**config.mk**
```make
export PLATFORM = sky130hd
export DESIGN_NAME = adaptive_line_sensor_detector_flat
export DESIGN_NICKNAME = d
export VERILOG_FILES = /design/src/rtl/alsd_pkg.sv /design/src/rtl/alsd_item_if.sv /design/src/rtl/alsd_result_if.sv /design/src/rtl/alsd_cfg_if.sv /design/src/rtl/alsd_calc.sv /design/src/rtl/alsd_out_stage.sv /design/src/rtl/adaptive_line_sensor_detector.sv /design/src/flat_wrapper.sv
export VERILOG_INCLUDE_DIRS = /design/src /design/src/rtl
export SDC_FILE = /design/constraint.sdc
export NUM_CORES = 1
export LEC_CHECK = 0
export ABC_CLOCK_PERIOD_IN_PS = 11400
export BUFFER_PORTS_ARGS = -buffer_cell sky130_fd_sc_hd__buf_2
export CORE_ASPECT_RATIO = 1.1
export CORE_MARGIN = 3
export CORE_UTILIZATION = 45
export DETAILED_ROUTE_END_ITERATION = 8
export PLACE_DENSITY = 0.63
export SKIP_CTS_REPAIR_TIMING = 1
export SLEW_MARGIN = 20
export SYNTH_ARGS = -nofsm -noshare
export SYNTH_HDL_FRONTEND = slang
export SYNTH_SLANG_ARGS = --single-unit
export TNS_END_PERCENT = 30
```
**constraint.sdc**
```tcl
create_clock -name clk -period 11.4 [get_ports clk]
set_clock_uncertainty 0.15 [all_clocks]
set_input_delay 0.57 -clock clk [delete_from_list [all_inputs] [get_ports clk]]
set_output_delay 0.57 -clock clk [all_outputs]
set_load 0.01 [all_outputs]
```
**src/rtl/adaptive_line_sensor_detector_defines.svh**
```systemverilog
// Assertion macros for the adaptive line sensor detector.
// Included by adaptive_line_sensor_detector.sv, the RTL file that carries concurrent checks; needs nothing else.
`ifndef ADAPTIVE_LINE_SENSOR_DETECTOR_DEFINES_SVH
`define ADAPTIVE_LINE_SENSOR_DETECTOR_DEFINES_SVH
`ifndef SYNTHESIS
// Clocked check, switched off while reset is asserted.
`define ALSD_ASSERT(lbl, clk, rst_n, prop, msg) \
	lbl: assert property (@(posedge clk) disable iff (!rst_n) prop) else $error(msg);
// Clocked check that also holds during reset.
`define ALSD_ASSERT_ALWAYS(lbl, clk, prop, msg) \
	lbl: assert property (@(posedge clk) prop) else $error(msg);
`else
`define ALSD_ASSERT(lbl, clk, rst_n, prop, msg)
`define ALSD_ASSERT_ALWAYS(lbl, clk, prop, msg)
`endif
`endif

```
**src/rtl/alsd_pkg.sv**
```systemverilog
// Shared types, constants and arithmetic helpers of the adaptive line sensor detector.
// Used by the channel interfaces and by every RTL module; depends on nothing.
`default_nettype none

package alsd_pkg;

	localparam int unsigned ACTION_W  = 2;
	localparam int unsigned INDEX_W   = 2;
	localparam int unsigned READ_W    = 10;
	localparam int unsigned THR_W     = 10;
	localparam int unsigned BG_W      = 15;
	localparam int unsigned SUM_W     = READ_W + 2;

	localparam logic [BG_W-1:0]  BG_MAX          = {BG_W{1'b1}};
	localparam logic [THR_W-1:0] THRESHOLD_RESET = THR_W'(50);

	localparam int unsigned CAL_READS_DEFAULT    = 32;
	localparam int unsigned SENSOR_COUNT_DEFAULT = 3;

	// The blend (9*bg + sum/3)/10 equals (27*bg + sum)/30 exactly.
	localparam int unsigned BLEND_NUM   = 27;
	localparam int unsigned BLEND_DEN   = 30;
	localparam int unsigned BLEND_W     = 20;
	localparam int unsigned DIV30_SHIFT = 25;
	localparam int unsigned DIV30_MULT  = ((2 ** DIV30_SHIFT) + BLEND_DEN - 1) / BLEND_DEN;
	localparam int unsigned DIV30_PW    = BLEND_W + DIV30_SHIFT;

	typedef enum logic [ACTION_W-1:0] {
		ACT_CLEAR  = 2'd0,
		ACT_CAL    = 2'd1,
		ACT_FINISH = 2'd2,
		ACT_DETECT = 2'd3
	} action_t;

	typedef struct packed {
		action_t           action;
		logic [INDEX_W-1:0] sensor_index;
		logic [READ_W-1:0]  reading_first;
		logic [READ_W-1:0]  reading_second;
		logic [READ_W-1:0]  reading_third;
	} item_t;

	typedef struct packed {
		logic            line_found;
		logic [BG_W-1:0] background_level;
	} result_t;

	// New background after a detect without a line, by reciprocal multiplication.
	function automatic logic [BG_W-1:0] blend_level(input logic [BG_W-1:0] bg,
			input logic [SUM_W-1:0] sum);
		logic [BLEND_W-1:0]  mix;
		logic [DIV30_PW-1:0] prod;
		mix  = BLEND_W'(bg) * BLEND_W'(BLEND_NUM) + BLEND_W'(sum);
		prod = DIV30_PW'(mix) * DIV30_PW'(DIV30_MULT);
		return prod[DIV30_SHIFT +: BG_W];
	endfunction

endpackage

`default_nettype wire

```
**src/rtl/alsd_item_if.sv**
```systemverilog
// Input item channel: valid/ready handshake with the sensor action and readings.
// Depends on alsd_pkg for field widths.
`default_nettype none

interface alsd_item_if import alsd_pkg::*; ();
	logic               valid;
	logic               ready;
	logic [ACTION_W-1:0] action;
	logic [INDEX_W-1:0]  sensor_index;
	logic [READ_W-1:0]   reading_first;
	logic [READ_W-1:0]   reading_second;
	logic [READ_W-1:0]   reading_third;

	modport source (output valid, output action, output sensor_index, output reading_first,
		output reading_second, output reading_third, input ready);
	modport sink (input valid, input action, input sensor_index, input reading_first,
		input reading_second, input reading_third, output ready);
endinterface

`default_nettype wire

```
**src/rtl/alsd_result_if.sv**
```systemverilog
// Result item channel: valid/ready handshake with line flag and background level.
// Depends on alsd_pkg for field widths.
`default_nettype none

interface alsd_result_if import alsd_pkg::*; ();
	logic            valid;
	logic            ready;
	logic            line_found;
	logic [BG_W-1:0] background_level;

	modport source (output valid, output line_found, output background_level, input ready);
	modport sink (input valid, input line_found, input background_level, output ready);
endinterface

`default_nettype wire

```
**src/rtl/alsd_cfg_if.sv**
```systemverilog
// Configuration write channel carrying the line threshold register.
// Depends on alsd_pkg for the register width.
`default_nettype none

interface alsd_cfg_if import alsd_pkg::*; ();
	logic             valid;
	logic             ready;
	logic [THR_W-1:0] line_threshold;

	modport source (output valid, output line_threshold, input ready);
	modport sink (input valid, input line_threshold, output ready);
endinterface

`default_nettype wire

```
**src/rtl/alsd_calc.sv**
```systemverilog
// Combinational step logic: next background of every sensor and the result of one item.
// Depends on alsd_pkg.
`default_nettype none

module alsd_calc import alsd_pkg::*; #(
	parameter int unsigned CAL_READS    = CAL_READS_DEFAULT,
	parameter int unsigned SENSOR_COUNT = SENSOR_COUNT_DEFAULT
) (
	input  item_t            item_s1,
	input  logic [THR_W-1:0] threshold,
	input  logic [BG_W-1:0]  bg_cur [SENSOR_COUNT],
	output logic [BG_W-1:0]  bg_nxt [SENSOR_COUNT],
	output result_t          res
);

	// Division by the calibration count as a reciprocal multiply, exact for 15-bit values.
	localparam int unsigned CAL_SHIFT = BG_W + $clog2(CAL_READS);
	localparam int unsigned CAL_MULT  = ((2 ** CAL_SHIFT) + CAL_READS - 1) / CAL_READS;
	localparam int unsigned CAL_PW    = BG_W + CAL_SHIFT + 1;
	localparam int unsigned CMP_W     = BG_W + 4;

	logic                    idx_ok;
	logic [SENSOR_COUNT-1:0] hit;
	logic [BG_W-1:0]         sel_bg;
	logic [SUM_W-1:0]        sum;
	logic [BG_W:0]           cal_sum;
	logic [BG_W-1:0]         cal_val;
	logic [BG_W-1:0]         blend_val;
	logic signed [CMP_W-1:0] bg_s;
	logic signed [CMP_W-1:0] thr_s;
	logic signed [CMP_W-1:0] sum_s;
	logic signed [CMP_W-1:0] diff;
	logic signed [CMP_W-1:0] triple;
	logic                    line_raw;
	logic [BG_W-1:0]         fin_val [SENSOR_COUNT];
	logic [CAL_PW-1:0]       fin_prod [SENSOR_COUNT];
	logic [BG_W-1:0]         sel_nxt;

	always_comb begin
		idx_ok = int'(item_s1.sensor_index) < int'(SENSOR_COUNT);
		sel_bg = '0;
		for (int i = 0; i < int'(SENSOR_COUNT); i++) begin
			hit[i] = int'(item_s1.sensor_index) == i;
			if (hit[i]) begin
				sel_bg = sel_bg | bg_cur[i];
			end
			fin_prod[i] = CAL_PW'(bg_cur[i]) * CAL_PW'(CAL_MULT);
			fin_val[i]  = fin_prod[i][CAL_SHIFT +: BG_W];
		end

		sum = SUM_W'(item_s1.reading_first) + SUM_W'(item_s1.reading_second)
			+ SUM_W'(item_s1.reading_third);

		cal_sum = {1'b0, sel_bg} + (BG_W + 1)'(item_s1.reading_first);
		cal_val = cal_sum[BG_W] ? BG_MAX : cal_sum[BG_W-1:0];

		// background - floor(sum/3) > threshold holds exactly when 3*(background - threshold) > sum.
		bg_s     = CMP_W'(sel_bg);
		thr_s    = CMP_W'(threshold);
		sum_s    = CMP_W'(sum);
		diff     = bg_s - thr_s;
		triple   = diff + (diff <<< 1);
		line_raw = triple > sum_s;

		blend_val = blend_level(sel_bg, sum);

		for (int i = 0; i < int'(SENSOR_COUNT); i++) begin
			bg_nxt[i] = bg_cur[i];
			case (item_s1.action)
				ACT_CLEAR: begin
					bg_nxt[i] = '0;
				end
				ACT_CAL: begin
					if (hit[i]) begin
						bg_nxt[i] = cal_val;
					end
				end
				ACT_FINISH: begin
					bg_nxt[i] = fin_val[i];
				end
				ACT_DETECT: begin
					if (hit[i] && !line_raw) begin
						bg_nxt[i] = blend_val;
					end
				end
				default: begin
					bg_nxt[i] = bg_cur[i];
				end
			endcase
		end

		sel_nxt = '0;
		for (int i = 0; i < int'(SENSOR_COUNT); i++) begin
			if (hit[i]) begin
				sel_nxt = sel_nxt | bg_nxt[i];
			end
		end

		res.line_found       = idx_ok && (item_s1.action == ACT_DETECT) && line_raw;
		res.background_level = idx_ok ? sel_nxt : '0;
	end

endmodule

`default_nettype wire

```
**src/rtl/alsd_out_stage.sv**
```systemverilog
// Result register in front of the result channel; the step logic stalls while an item
// waits in it to be taken. Depends on alsd_pkg and alsd_result_if.
`default_nettype none

module alsd_out_stage import alsd_pkg::*; (
	input  logic    clk,
	input  logic    arst_n,
	input  logic    in_valid,
	output logic    in_ready,
	input  result_t in_res,
	alsd_result_if.source result
);

	logic    valid_q;
	result_t res_q;

	assign in_ready = !valid_q || result.ready;

	always_ff @(posedge clk or negedge arst_n) begin
		if (!arst_n) begin
			valid_q <= 1'b0;
		end else if (in_ready) begin
			valid_q <= in_valid;
		end
	end

	always_ff @(posedge clk) begin
		if (in_ready && in_valid) begin
			res_q <= in_res;
		end
	end

	assign result.valid            = valid_q;
	assign result.line_found       = res_q.line_found;
	assign result.background_level = res_q.background_level;

endmodule

`default_nettype wire

```
**src/rtl/adaptive_line_sensor_detector.sv**
```systemverilog
// Path: an accepted item is held in the input register, and its result then in the result
// register of alsd_out_stage. Throughput: one item per cycle while the result channel is
// ready; the backgrounds are read, updated and written back between the two registers.
// Reset: asynchronous, active low; backgrounds clear to zero and the threshold to 50 at once.
// Depends on alsd_pkg, the channel interfaces, alsd_calc and alsd_out_stage.
`default_nettype none
`include "adaptive_line_sensor_detector_defines.svh"

module adaptive_line_sensor_detector import alsd_pkg::*; #(
	parameter int unsigned CAL_READS    = CAL_READS_DEFAULT,
	parameter int unsigned SENSOR_COUNT = SENSOR_COUNT_DEFAULT
) (
	input  logic clk,
	input  logic arst_n,
	alsd_item_if.sink     item,
	alsd_result_if.source result,
	alsd_cfg_if.sink      cfg
);

	logic             valid_s1;
	item_t            item_s1;
	logic [THR_W-1:0] threshold_q;
	logic [BG_W-1:0]  bg_q   [SENSOR_COUNT];
	logic [BG_W-1:0]  bg_nxt [SENSOR_COUNT];
	result_t          res;
	logic             out_ready;
	logic             adv;

	// The item in the input register moves on, and the store is written, together.
	assign adv        = valid_s1 && out_ready;
	assign item.ready = !valid_s1 || out_ready;
	assign cfg.ready  = 1'b1;

	always_ff @(posedge clk or negedge arst_n) begin
		if (!arst_n) begin
			threshold_q <= THRESHOLD_RESET;
		end else if (cfg.valid) begin
			threshold_q <= cfg.line_threshold;
		end
	end

	always_ff @(posedge clk or negedge arst_n) begin
		if (!arst_n) begin
			valid_s1 <= 1'b0;
		end else if (item.ready) begin
			valid_s1 <= item.valid;
		end
	end

	always_ff @(posedge clk) begin
		if (item.ready && item.valid) begin
			item_s1.action         <= action_t'(item.action);
			item_s1.sensor_index   <= item.sensor_index;
			item_s1.reading_first  <= item.reading_first;
			item_s1.reading_second <= item.reading_second;
			item_s1.reading_third  <= item.reading_third;
		end
	end

	always_ff @(posedge clk or negedge arst_n) begin
		if (!arst_n) begin
			for (int i = 0; i < int'(SENSOR_COUNT); i++) begin
				bg_q[i] <= '0;
			end
		end else if (adv) begin
			for (int i = 0; i < int'(SENSOR_COUNT); i++) begin
				bg_q[i] <= bg_nxt[i];
			end
		end
	end

	alsd_calc #(
		.CAL_READS    (CAL_READS),
		.SENSOR_COUNT (SENSOR_COUNT)
	) u_calc (
		.item_s1   (item_s1),
		.threshold (threshold_q),
		.bg_cur    (bg_q),
		.bg_nxt    (bg_nxt),
		.res       (res)
	);

	alsd_out_stage u_out (
		.clk      (clk),
		.arst_n   (arst_n),
		.in_valid (valid_s1),
		.in_ready (out_ready),
		.in_res   (res),
		.result   (result)
	);

	// A stalled item must stay put until the result register frees up.
	`ALSD_ASSERT(a_s1_hold, clk, arst_n, valid_s1 && !adv |=> valid_s1 && $stable(item_s1), "input stage item changed while stalled")
	// Only a detect can ever report a line.
	`ALSD_ASSERT(a_line_detect_only, clk, arst_n, adv && res.line_found |-> item_s1.action == ACT_DETECT, "line reported for an action other than detect")
	// An item addressing no sensor yields an all-zero result.
	`ALSD_ASSERT(a_bad_index_zero, clk, arst_n, adv && (int'(item_s1.sensor_index) >= int'(SENSOR_COUNT)) |-> !res.line_found && (res.background_level == '0), "out-of-range sensor gave a non-zero result")

endmodule

`default_nettype wire
```
**src/flat_wrapper.sv**
```systemverilog
// flat-port wrapper written by rule: the top's interface ports become plain ports
module adaptive_line_sensor_detector_flat import alsd_pkg::*;
#(
	parameter int unsigned CAL_READS    = CAL_READS_DEFAULT,
	parameter int unsigned SENSOR_COUNT = SENSOR_COUNT_DEFAULT
)
  (clk, arst_n, item_valid, item_action, item_sensor_index, item_reading_first, item_reading_second, item_reading_third, item_ready, result_valid, result_line_found, result_background_level, result_ready, cfg_valid, cfg_line_threshold, cfg_ready);
  alsd_item_if item_i ();
  alsd_result_if result_i ();
  alsd_cfg_if cfg_i ();
  input  logic clk;
  input  logic arst_n;
  input wire logic [$bits(item_i.valid)-1:0] item_valid;
  input wire logic [$bits(item_i.action)-1:0] item_action;
  input wire logic [$bits(item_i.sensor_index)-1:0] item_sensor_index;
  input wire logic [$bits(item_i.reading_first)-1:0] item_reading_first;
  input wire logic [$bits(item_i.reading_second)-1:0] item_reading_second;
  input wire logic [$bits(item_i.reading_third)-1:0] item_reading_third;
  output wire logic [$bits(item_i.ready)-1:0] item_ready;
  output wire logic [$bits(result_i.valid)-1:0] result_valid;
  output wire logic [$bits(result_i.line_found)-1:0] result_line_found;
  output wire logic [$bits(result_i.background_level)-1:0] result_background_level;
  input wire logic [$bits(result_i.ready)-1:0] result_ready;
  input wire logic [$bits(cfg_i.valid)-1:0] cfg_valid;
  input wire logic [$bits(cfg_i.line_threshold)-1:0] cfg_line_threshold;
  output wire logic [$bits(cfg_i.ready)-1:0] cfg_ready;
  assign item_i.valid = item_valid;
  assign item_i.action = item_action;
  assign item_i.sensor_index = item_sensor_index;
  assign item_i.reading_first = item_reading_first;
  assign item_i.reading_second = item_reading_second;
  assign item_i.reading_third = item_reading_third;
  assign item_ready = item_i.ready;
  assign result_valid = result_i.valid;
  assign result_line_found = result_i.line_found;
  assign result_background_level = result_i.background_level;
  assign result_i.ready = result_ready;
  assign cfg_i.valid = cfg_valid;
  assign cfg_i.line_threshold = cfg_line_threshold;
  assign cfg_ready = cfg_i.ready;
  adaptive_line_sensor_detector #(.CAL_READS(CAL_READS), .SENSOR_COUNT(SENSOR_COUNT)) u_core (.clk(clk), .arst_n(arst_n), .item(item_i), .result(result_i), .cfg(cfg_i));
endmodule
```
==> metrics.txt, run 1 <==
Max FO, Critical Path=5; synthesized area=14,440 µm²; flops & latches, synth=107; FFs w/ async S/R, synth=53.27%; Die Y-Extent=193.9 µm; CTS tree=done; final setup fails=0; DR WL/cell=19.32 µm; register area share after synthesis=20.30%; PortBufs=66; Max-cap violations=0; I/O Pins=68; Reg clk slew, reported paths=0.08 ns; Cells after Synth=1,649; Post-synth top flop=dfrtp_1; Util after Layout=50.45%; Commonest cells post-synth=238 x ha_1, 191 x inv_1, 127 x nand2_1, 115 x nor2_1, 111 x o21ai_0; via count=12,647; slew margin rel.=36.19%; Synth Net Count=2,015; first-pass GRT wire length=66,870 µm; First DRT Iteration DRCs=1,120; vias per cell=5.882; die area=34,270 µm²; worst endpoint required time=11.38 ns; count leader, synth=ha_1; Clock Tree Root=clkbuf_16; total congestion overflow=0; vias in the first global route=12,564; fin crit period=10.83 ns; clk buf depth=2; ANT cells=0; chip width=176.8 µm; Synth area leader=ha_1; Worst setup EP type=flop; Residual DRC=0; met2 Usage GRT=39.46%; synth warn=0; DP Wirelength=32,410 µm; syn avg cell area=8.756 µm²; post-route antenna net violation count=0; initial antenna violation count=0; Final Wtd Congestion=0.9335; TritonCTS Buffers=9; WP data arrival=10.81 ns; Core Area=31,480 µm²; Peak Freq=0.09237 GHz; outcome=complete, no violations; critical path's slowest cell=fa_1; pin count of the biggest net entering global routing=58; WS Path Type=flop to flop; crit start category=flop; Clock Sinks=107; EDFF count, synth=50; # rows=68; htree depth=3; Nets=2,091; Final period util=94.96%; total track usage=24.29%; Top Usage Layer GRT=met2; drt first pass iters=7; Starting Density=45.87%; share of cells above drive strength 1=11.73%; GR Layer Usage met3=3.682%; Hold Vio Cnt, Final=0; routed wire length=41,540 µm; FILL cells=3,006; synth top area cells=ha_1 21%, fa_1 11%, edfxtp_1 10%; Yosys cell types=91; Max Slew Vio Count=0; Hold Crit Class=input port to asynchronous set/reset pin; grt met1 use=33.02%; worst-margin pin slew=0.9472 ns; Synth-to-Final Area Change=9.991%; Clock Latency Late Sink=0.39 ns; top cell type's share of synthesized area=20.62%; peak per-stage delay on the critical path=0.54 ns
==> flip-flops by register name (all words and copies together), names as in the netlist <==
| register | flops |
|---|---|
| u_core.bg_q | 45 |
| u_core.item_s1 | 34 |
| u_core.threshold_q | 10 |
| u_core.u_out.result.background_level | 15 |
| u_core.u_out.result.line_found | 1 |
| u_core.u_out.result.valid | 1 |
| u_core.valid_s1 | 1 |
==> cell type report <==
class | count | area (µm²) | share of cell area, %
clock buffer | 9 | 225.2 | 1.418
clock inverter | 7 | 71.32 | 0.4491
inverter | 195 | 732.0 | 4.609
multi-input combinational | 1292 | 10660 | 67.12
sequential | 107 | 2932 | 18.46
tap | 420 | 525.5 | 3.309
timing repair buffer | 120 | 735.7 | 4.632
==> logic make-up after synthesis <==
group	after synthesis	share of synthesized area (%)
AO/OA/AOI/OAI	468	21.34
AND/OR/NAND/NOR	399	12.99
adder cells (fa/ha/maj)	317	31.58
buffers and inverters	250	6.802
flip-flops	107	20.30
XOR/XNOR	68	4.125
multiplexers	39	2.834
other	1	0.02597
==> layer usage <==
metal,vias up,routed length [µm]
met5,-,0
met4,0,1267
met3,70,2763
met2,468,19500
met1,6062,18010
li1,6047,-
==> worst max-delay path, delay by kind of cell (launching register included) <==
family | cells | cell delay [ns]
fa+ha+maj | 13 | 4.78
compound gates | 13 | 2.40
simple gates | 8 | 1.52
buf+inv | 9 | 0.70
xor+xnor | 2 | 0.54
flops | 1 | 0.34
mux | 1 | 0.13
==> metrics by stage <==
stage	worst slack [ns]	area [µm²]	setup TNS [ns]	cells	hold slack, ns
floorplan	0.8478	14440	0	1649	0.1244
global placement	0.2328	15420	0	2129	0.3188
detailed placement	0.1864	15420	0	2129	0.3255
CTS	0.1247	15720	0	2145	0.2010
global route	-0.04601	15880	-0.06202	2150	0.2008
finish	0.5741	15880	0	2150	0.2033
==> placed cells by master (no fill, tap or decap), types with 6 or more instances in the layout <==
cell type and instances:
xor2_1 17, o31ai_1 15, o21bai_1 16, a21boi_0 7
nand2_1 127, a221oi_1 13, nor3_1 22, o211ai_1 12
and3_1 20, nand3b_1 7, inv_1 189, xnor2_1 47
a211oi_1 27, o21a_1 10, a31oi_1 26, dfrtp_1 54
buf_2 66, nand4_1 7, buf_4 54, o21ai_1 7
edfxtp_1 50, and2_1 9, nor2_1 110, a21oi_1 106
ha_1 233, nand3_1 39, nor2b_1 8, nand2b_1 9
clkbuf_16 9, a2111oi_0 8, a211o_1 11, fa_1 79
or2_2 8, mux2i_1 24, o21ai_0 108, mux2_2 14
nor2_2 6, o221ai_1 6, a21o_1 37
==> final timing paths <==
| path | startpoint | endpoint | slack [ns] | depth (start not counted) |
|---|---|---|---|---|
| hold reg to reg | u_core.valid_s1$_DFFE_PN0N_ | u_core.u_out.result.valid$_DFFE_PN0P_ | 0.35 | 1 |
| hold / removal | arst_n | u_core.bg_q[25]$_DFFE_PN0P_ | 0.20 | 2 |
| max in group asynchronous | arst_n | u_core.threshold_q[3]$_DFFE_PN0P_ | 10.36 | 2 |
| setup / recovery | u_core.item_s1[1]$_DFFE_PP_ | u_core.u_out.result.background_level[11]$_SDFFCE_PP0P_ | 0.57 | 46 |
| setup reg to reg | u_core.item_s1[1]$_DFFE_PP_ | u_core.u_out.result.background_level[11]$_SDFFCE_PP0P_ | 0.57 | 46 |
| min in group clk | item_reading_third[3] | u_core.item_s1[3]$_DFFE_PP_ | 0.21 | 1 |
Power of run 1 is left out: the tool's default activity adds up to more than one toggle a clock period on the data nets, which glitch-free logic cannot reach.
==> run 2: changes to the inputs <==
--- a/config.mk
+++ b/config.mk
@@ -10,9 +10,9 @@
 export BUFFER_PORTS_ARGS = -buffer_cell sky130_fd_sc_hd__buf_2
 export CORE_ASPECT_RATIO = 1.1
 export CORE_MARGIN = 3
-export CORE_UTILIZATION = 45
+export CORE_UTILIZATION = 55
 export DETAILED_ROUTE_END_ITERATION = 8
-export PLACE_DENSITY = 0.63
+export PLACE_DENSITY = 0.74
 export SKIP_CTS_REPAIR_TIMING = 1
 export SLEW_MARGIN = 20
 export SYNTH_ARGS = -nofsm -noshare
==> run 2 against run 1 <==
Design area shrank 1.2%. Critical path depth grew 1. Global-route usage grew 3.4 points. Cell count shrank 3.9%. Utilization grew 11 points. Maximum frequency shrank 1.3%. Setup slack lost 0.14 ns. Sequential share of layout area grew 0.22 points. Highest routed layer unchanged.
==> metrics.txt, run 2 (synthesis gave the netlist of run 1 again) <==
outcome=complete, no violations; share of cells above drive strength 1=10.75%; Top Usage Layer GRT=met2; chip width=160.5 µm; Reg with most FFs=u_core.bg_q; total track usage=27.72%; Reg clk slew, reported paths=0.09 ns; I/O Pins=68; Max-cap violations=0; total congestion overflow=0; max FFs per register=45; grt met1 use=37.16%; Peak Freq=0.09119 GHz; drt first pass iters=6; commonest non-fill, non-tap cell in the layout=ha_1; slew margin rel.=30.44%; met2 Usage GRT=45.23%; R2R Path Start=u_core.item_s1[21]$_DFFE_PP_; WP depth=47; htree depth=3; R2R depth=47; post-route antenna net violation count=0; commonest non-fill, non-tap cells in the layout=237 x ha_1, 190 x inv_1, 127 x nand2_1; final setup fails=0; Starting Density=56.47%; Final Wtd Congestion=0.8905; peak per-stage delay on the critical path=0.54 ns; CTS tree=done; vias in the first global route=12,283; Clock Tree Root=clkbuf_16; Residual DRC=0; Top cell by count, worst path=ha_1; Worst setup EP type=flop; CP top delay family=adder cells; TritonCTS Buffers=9; die area=28,230 µm²; critical path's slowest cell=xnor2_1; GR Layer Usage met3=4.364%; WS Path Type=flop to flop; flop2flop setup slack=0.43 ns; DR WL/cell=19.23 µm; Max Slew Vio Count=0; Hold Vio Cnt, Final=0; WP data arrival=11.00 ns; ANT cells=0; Nets=2,082; routed wire length=39,750 µm; # rows=61; crit start category=flop; vias per cell=6.156; pin count of the biggest net entering global routing=58; worst-margin pin slew=1.032 ns; Clock Sinks=107; Hold Crit Class=input port to asynchronous set/reset pin; via count=12,724; first-pass GRT wire length=63,310 µm; initial antenna violation count=0; Synth-to-Final Area Change=8.691%; CP bufs+invs=9; Die Y-Extent=175.9 µm; DP Wirelength=31,170 µm; Clock Latency Late Sink=0.38 ns; Max FO, Critical Path=7; placed insts=2,048; worst endpoint required time=11.43 ns; Core Area=25,570 µm²; clk buf depth=2; reg2reg end=u_core.u_out.result.background_level[5]$_SDFFCE_PP0P_; First DRT Iteration DRCs=1,269; FILL cells=2,208; PortBufs=66; Final period util=96.19%; fin cells=2,067; fin crit period=10.97 ns
[run 2: worst reg2reg max path: cells and delay by family (launching register included)]
| kind | cells | cell delay (ns) |
|---|---|---|
| compound gates | 13 | 2.05 |
| xor+xnor | 3 | 0.88 |
| fa+ha+maj | 14 | 5.31 |
| flops | 1 | 0.39 |
| simple gates | 7 | 1.14 |
| mux | 1 | 0.26 |
| buf+inv | 9 | 0.61 |
[run 2: worst max-delay path by stage]
stage,startpoint,to,slack (ns)
5_1_grt,u_core.item_s1[21]$_DFFE_PP_,u_core.u_out.result.background_level[11]$_SDFFCE_PP0P_,-0.06
6_report,u_core.item_s1[21]$_DFFE_PP_,u_core.u_out.result.background_level[5]$_SDFFCE_PP0P_,0.43
2_1_floorplan,u_core.item_s1[21]$_DFFE_PP_,u_core.u_out.result.background_level[11]$_SDFFCE_PP0P_,0.85
3_5_place_dp,u_core.item_s1[21]$_DFFE_PP_,u_core.u_out.result.background_level[5]$_SDFFCE_PP0P_,0.13
3_3_place_gp,u_core.item_s1[21]$_DFFE_PP_,u_core.u_out.result.background_level[5]$_SDFFCE_PP0P_,0.34
4_1_cts,u_core.item_s1[21]$_DFFE_PP_,u_core.u_out.result.background_level[5]$_SDFFCE_PP0P_,0.1
[run 2: through the flow]
stage                     utilization [%]  TNS (ns)  setup slack [ns]  instance area [µm²]  hold WS [ns]
after floorplan                         -         0            0.8478                14440        0.1244
after global placement              59.73         0            0.3383                15270        0.3137
after detailed placement            59.73         0            0.1342                15270        0.3395
after CTS                           60.96         0           0.09808                15590        0.2238
after global routing                61.38  -0.07234          -0.05708                15690        0.2145
final                               61.38         0            0.4339                15690        0.2065
[run 2: routing by layer]
metal,wire (µm),share of wire [%]
met1,16800,42
met2,18270,46
met3,3059,7.7
met4,1616,4.1
met5,0,0
[run 2: final cells by class]
class,instances,area (µm²),share of cell area [%]
inverters,195,732.0,4.664
clock inverters,7,90.09,0.5740
multi-input cells,1292,10610,67.63
flip-flops and latches,107,2932,18.68
repair buffers,111,668.1,4.257
clock buffers,9,225.2,1.435
well taps,346,432.9,2.759
Power of run 2 is left out for the same reason.
